--- config.mk ---
export PLATFORM = sky130hd
export DESIGN_NAME = isp_interp
export DESIGN_NICKNAME = d
export VERILOG_FILES = /design/src/design/interpolating_sample_player_assert.svh /design/src/design/isp_pkg.sv /design/src/design/isp_interp.sv
export SDC_FILE = /design/constraint.sdc
export NUM_CORES = 2
export LEC_CHECK = 0
export ABC_CLOCK_PERIOD_IN_PS = 10600
export BUFFER_PORTS_ARGS = -buffer_cell sky130_fd_sc_hd__buf_4
export CAP_MARGIN = 25
export CELL_PAD_IN_SITES_DETAIL_PLACEMENT = 0
export CELL_PAD_IN_SITES_GLOBAL_PLACEMENT = 2
export CORE_MARGIN = 3
export CORE_UTILIZATION = 41
export DETAILED_ROUTE_END_ITERATION = 10
export PLACE_DENSITY = 0.89
export SLEW_MARGIN = 40
export SYNTH_ARGS = -nofsm -noshare
export SYNTH_HDL_FRONTEND = slang
export SYNTH_SLANG_ARGS = --single-unit
--- constraint.sdc ---
create_clock -name clk_i -period 10.6 [get_ports clk_i]
set_input_delay 1.59 -clock clk_i [delete_from_list [all_inputs] [get_ports clk_i]]
set_output_delay 1.59 -clock clk_i [all_outputs]
set_load 0.05 [all_outputs]
--- src/design/interpolating_sample_player_assert.svh ---
// ----------------------------------------------------------------------------
// interpolating sample player assertion macros
// concurrent checks, clocked on clk_i and muted during reset
// ----------------------------------------------------------------------------
`ifndef INTERPOLATING_SAMPLE_PLAYER_ASSERT_SVH
`define INTERPOLATING_SAMPLE_PLAYER_ASSERT_SVH

// same-cycle implication
`define ISP_ASSERT(label, ante, cons) \
  label: assert property (@(posedge clk_i) disable iff (!rst_ni) (ante) |-> (cons)) \
    else $error("isp assertion failed");

// next-cycle implication
`define ISP_ASSERT_NEXT(label, ante, cons) \
  label: assert property (@(posedge clk_i) disable iff (!rst_ni) (ante) |=> (cons)) \
    else $error("isp assertion failed");

`endif

--- src/design/isp_pkg.sv ---
// ----------------------------------------------------------------------------
// isp_pkg
// shared constants, codes and types of the interpolating sample player
// ----------------------------------------------------------------------------
`default_nettype none

package isp_pkg;

  localparam int SLOTS       = 4;
  localparam int SLOT_DEPTH  = 4096;
  localparam int CHANNELS    = 2;
  localparam int SAMPLE_BITS = 16;

  localparam int SLOT_W  = $clog2(SLOTS);
  localparam int ADDR_W  = $clog2(SLOT_DEPTH);
  localparam int LEN_W   = ADDR_W + 1;
  localparam int MEM_AW  = SLOT_W + ADDR_W;
  localparam int MEM_DEPTH = SLOTS * SLOT_DEPTH;
  localparam int CH_W    = 1;
  localparam int FRAC_W  = 16;
  localparam int IDX_W   = ADDR_W + FRAC_W;
  localparam int POS_W   = 40;
  localparam int SPEED_W = 24;
  localparam int V_W     = SAMPLE_BITS + 6;

  typedef enum logic [1:0] {
    OP_TICK   = 2'd0,
    OP_WRITE  = 2'd1,
    OP_LENGTH = 2'd2
  } op_e;

  typedef enum logic [1:0] {
    MODE_NONE    = 2'd0,
    MODE_LINEAR  = 2'd1,
    MODE_HERMITE = 2'd2
  } mode_e;

  typedef enum logic [1:0] {
    ST_PLAYED = 2'd0,
    ST_EMPTY  = 2'd1,
    ST_GATED  = 2'd2
  } status_e;

  localparam logic [1:0] CFG_MODE  = 2'd0;
  localparam logic [1:0] CFG_EMPTY = 2'd1;

  typedef struct packed {
    logic       start;
    logic [1:0] mode;
  } isp_ctl_t;

endpackage

`default_nettype wire

--- src/design/isp_interp.sv ---
// ----------------------------------------------------------------------------
// isp_interp
// horner sequencer for linear and hermite interpolation (none passes y1 through), one mac step a cycle
// ----------------------------------------------------------------------------
`default_nettype none

module isp_interp import isp_pkg::*; (
  input  wire logic                          clk_i,
  input  wire logic                          rst_ni,
  input  wire isp_ctl_t                      ctl_i,
  input  wire logic signed [SAMPLE_BITS-1:0] y_i [4],
  input  wire logic [FRAC_W-1:0]             frac_i,
  output logic                               done_o,
  output logic signed [SAMPLE_BITS-1:0]      sample_o
);

  typedef enum logic [2:0] {
    I_IDLE = 3'b001,
    I_STEP = 3'b010,
    I_DONE = 3'b100
  } ist_e;

  localparam logic signed [V_W-1:0] SMAX = V_W'((1 << (SAMPLE_BITS-1)) - 1);
  localparam logic signed [V_W-1:0] SMIN = -V_W'(1 << (SAMPLE_BITS-1));

  ist_e                    state_q, state_d;
  logic [1:0]              left_q, left_d;
  logic [1:0]              mode_q, mode_d;
  logic signed [V_W-1:0]   v_q, v_d, a2_q, a2_d, a1_q, a1_d, a0_q, a0_d;

  logic signed [V_W-1:0]   y0e, y1e, y2e, y3e, d12, a3, add_w, vp, res;
  logic signed [V_W+FRAC_W:0] prod_w, rnd_w;

  assign y0e = V_W'(y_i[0]);
  assign y1e = V_W'(y_i[1]);
  assign y2e = V_W'(y_i[2]);
  assign y3e = V_W'(y_i[3]);
  assign d12 = y1e - y2e;
  assign a3  = (y3e - y0e) + d12 + (d12 <<< 1);

  // one mac step: floor((v*f + half) / 2^16) + coefficient
  assign prod_w = v_q * $signed({1'b0, frac_i});
  assign rnd_w  = prod_w + (V_W+FRAC_W+1)'(1 << (FRAC_W-1));

  always_comb begin
    unique case (left_q)
      2'd3:    add_w = a2_q;
      2'd2:    add_w = a1_q;
      default: add_w = a0_q;
    endcase
  end

  always_comb begin
    state_d = state_q;
    left_d  = left_q;
    mode_d  = mode_q;
    v_d     = v_q;
    a2_d    = a2_q;
    a1_d    = a1_q;
    a0_d    = a0_q;
    unique case (state_q)
      I_IDLE: begin
        if (ctl_i.start) begin
          mode_d = ctl_i.mode;
          a2_d   = (y0e <<< 1) - (y1e <<< 2) - y1e + (y2e <<< 2) - y3e;
          a1_d   = y2e - y0e;
          unique case (ctl_i.mode)
            MODE_HERMITE: begin
              v_d = a3; a0_d = y1e <<< 1; left_d = 2'd3; state_d = I_STEP;
            end
            MODE_LINEAR: begin
              v_d = y2e - y1e; a0_d = y1e; left_d = 2'd1; state_d = I_STEP;
            end
            default: begin
              v_d = y1e; a0_d = y1e; left_d = 2'd0; state_d = I_DONE;
            end
          endcase
        end
      end
      I_STEP: begin
        v_d    = $signed(rnd_w[FRAC_W +: V_W]) + add_w;
        left_d = left_q - 2'd1;
        if (left_q == 2'd1) begin
          state_d = I_DONE;
        end
      end
      I_DONE: begin
        state_d = I_IDLE;
      end
      default: state_d = I_IDLE;
    endcase
  end

  always_ff @(posedge clk_i or negedge rst_ni) begin
    if (!rst_ni) begin
      state_q <= I_IDLE;
      left_q  <= 2'd0;
      mode_q  <= 2'd0;
    end else begin
      state_q <= state_d;
      left_q  <= left_d;
      mode_q  <= mode_d;
    end
  end

  always_ff @(posedge clk_i) begin
    v_q  <= v_d;
    a2_q <= a2_d;
    a1_q <= a1_d;
    a0_q <= a0_d;
  end

  assign vp  = v_q + V_W'(1);
  assign res = (mode_q == MODE_HERMITE) ? (vp >>> 1) : v_q;

  always_comb begin
    if (res > SMAX) begin
      sample_o = SMAX[SAMPLE_BITS-1:0];
    end else if (res < SMIN) begin
      sample_o = SMIN[SAMPLE_BITS-1:0];
    end else begin
      sample_o = res[SAMPLE_BITS-1:0];
    end
  end

  assign done_o = (state_q == I_DONE);

endmodule

`default_nettype wire

==> flow_summary.json <==
{
  "vias": 17800,
  "hold_class": "flip-flop to flip-flop",
  "whs_ns": 0.553,
  "cp_common_cell": "fa_1",
  "status": "finished, final reports clean",
  "drive_gt1_share_pct": 6.47,
  "die_width_um": 247,
  "row_count": 87,
  "clockBufferDepth": 2,
  "required_ns": 10.67,
  "min_period_over_period_pct": 92.5,
  "slew_headroom_pct": 48.6,
  "worstPathArrival_ns": 9.88,
  "critPathLaunchType": "primary input",
  "wl_per_cell_um": 18.4,
  "synth_cell_types": 70,
  "io_pins": 102,
  "grt_pass1_wl_um": 103000,
  "clock_latency_ns": 0.37,
  "grt_pass1_vias": 19100,
  "critPathMaxFanout": 22,
  "grt_max_degree": 64,
  "yosys_warnings": 0,
  "root_buffer": "clkbuf_16",
  "drt_pass1_iterations": 5,
  "holdBufCountCts": 0,
  "yosysMostFrequentCell": "inv_1",
  "fin_crit_ns": 9.81,
  "rrSetupSlack_ns": 1.39,
  "setup.worst_path.end": "v_q[21]$_DFFE_PP_",
  "r2r_start": "v_q[7]$_DFFE_PP_",
  "cp_slowest_stage_delay_ns": 0.54,
  "seq_area_frac_synth_pct": 10.6,
  "ys_ff_latch": 85,
  "worst_pin_slew_ns": 0.765,
  "fin_nets": 3414,
  "antenna_left": 0,
  "yosysTopAreaCell": "fa_1",
  "synth_flop_cell": "edfxtp_1",
  "cts_sinks": 85,
  "dp.cells": 3415,
  "avgSynthCellArea_um2": 8.99,
  "synth_cells": 2644,
  "critical_path_class": "primary input to flip-flop",
  "die_area_um2": 60900,
  "syn_nets": 3388,
  "grt_usage_pct": 21.6,
  "netlist_top_cells_area": "fa_1 36%, ha_1 12%, edfxtp_1 9.9%",
  "stdcell_count": 3431,
  "ctsResizeCount": 0,
  "hold_viol": 0,
  "place.gp.congestion": 0.858,
  "grt-ovfl-total": 0,
  "core_area_um2": 56800,
  "antenna_found_initial": 1,
  "drv_cap": 0,
  "syn_area_um2": 23800,
  "grt_setup_unrepaired": "no",
  "htreeDepth": 3,
  "post-dp-hpwl_um": 52100,
  "wl_um": 63000,
  "drcViolationCount": 0,
  "maxSlewViolCount": 0,
  "path_clk_slew_ns": 0.07,
  "async_reset_ff_share_pct": 8.24,
  "diodes": 0,
  "ys_top_cells_by_count": "581 x inv_1, 432 x fa_1, 248 x nand2_1",
  "worst_setup_path_end_kind": "flip-flop",
  "worstSetupStartpoint": "frac_i[2]",
  "initial_core_util_pct": 41.8,
  "rr_worst_depth": 32,
  "portBuffers": 101,
  "fmax_mhz": 102,
  "fin_skew_ns": 0.0137,
  "cpMaxStageDelayCell": "o31ai_1",
  "timing.rr.end": "v_q[21]$_DFFE_PP_",
  "drt-initial-drc-count": 901,
  "area_delta_synth_final_pct": 8.00,
  "tns_ns": 0,
  "via_per_inst": 5.19,
  "synth_edf_count": 78,
  "cts_tree": "yes",
  "post_cts_buffers": 0,
  "synth_top_area_share_pct": 36.4,
  "die_y_um": 247,
  "finalSetupViolations": 0,
  "cts_made_buffers": 9
}
-- placed cells by master, fill, tap and decap left out, types with 9 or more instances in the layout --
| master | n |
|---|---|
| a211oi_1 | 9 |
| and3_1 | 10 |
| buf_4 | 124 |
| o21a_1 | 14 |
| clkbuf_16 | 9 |
| a21o_1 | 38 |
| a21oi_1 | 105 |
| xor2_1 | 33 |
| and2_1 | 231 |
| nor2b_1 | 14 |
| ha_1 | 225 |
| or3_1 | 12 |
| nand2_1 | 248 |
| nor3_1 | 25 |
| nand2b_1 | 10 |
| nor2_1 | 77 |
| nand4_1 | 9 |
| a22oi_1 | 17 |
| o21bai_1 | 11 |
| edfxtp_1 | 78 |
| nand3_1 | 31 |
| a31oi_1 | 10 |
| o21ai_0 | 82 |
| inv_1 | 580 |
| xnor2_1 | 86 |
| fa_1 | 432 |
-- metrics by stage --
stage          area (um2)  utilization, %  setup WS [ns]
2_1_floorplan       23800               -           1.42
3_3_place_gp        25300            44.4          0.613
3_5_place_dp        25300            44.5          0.424
4_1_cts             25700            45.2          0.778
5_1_grt             25700            45.2          0.285
6_report            25700            45.2          0.793
-- metal layers --
metal / vias to the layer above / track usage, % / wire length, um / part of all wire (%)
met3: 61 / 2.23 / 2720 / 4.3
met1: 8999 / 29.6 / 28500 / 45
met5: - / 0 / 20 / 0.032
met2: 407 / 37.1 / 30800 / 49
li1: 8321 / - / - / -
met4: 2 / 4.30 / 970 / 1.5
-- area by class of cell --
type,count,area (um2)
clock buffer,11,243
clock inverter,5,108
fill,5604,31200
inverter,581,2180
multi-input combinational,1864,18700
sequential,85,2520
tap,756,946
timing repair buffer,129,991
-- critical path, delay by kind of cell --
family	cells	cell delay [ns]
adders and majority gates	8	3.66
AOI/OAI and AO/OA	14	3.40
and+or+nand+nor	4	0.51
buffers and inverters	5	0.40
xor gates and xnor gates	2	0.28
-- state kept, by name (all words and copies together) (netlist names) --
signal,flops
v_q,22
a1_q,17
a2_q,22
state_q,3
a0_q,17
left_q,2
mode_q,2
-- cell families (layout without fill, tap and decap cells) --
logic type	Yosys count	after routing	share of synthesized area [%]
adders and majority gates	659	659	48.3
DFF	85	85	10.6
and+or+nand+nor	693	693	14.7
muxes	5	5	0.221
xor gates and xnor gates	119	119	4.38
AOI/OAI and AO/OA	388	388	10.8
buffers and inverters	695	726	11.0
-- worst min path at each step --
| stage | start | to | slack, ns | cells past startpoint |
|---|---|---|---|---|
| floorplan | mode_q[0]$_DFFE_PN0P_ | mode_q[0]$_DFFE_PN0P_ | 0.50 | 1 |
| global placement | mode_q[1]$_DFFE_PN0P_ | mode_q[1]$_DFFE_PN0P_ | 0.51 | 1 |
| detailed placement | mode_q[1]$_DFFE_PN0P_ | mode_q[1]$_DFFE_PN0P_ | 0.54 | 1 |
| CTS | mode_q[1]$_DFFE_PN0P_ | mode_q[1]$_DFFE_PN0P_ | 0.56 | 1 |
| global route | mode_q[1]$_DFFE_PN0P_ | mode_q[1]$_DFFE_PN0P_ | 0.58 | 1 |
| finish | mode_q[1]$_DFFE_PN0P_ | mode_q[1]$_DFFE_PN0P_ | 0.55 | 1 |
Power is not shown: default switching activity piles up to over one toggle a cycle in this logic, so the estimate is an artifact.
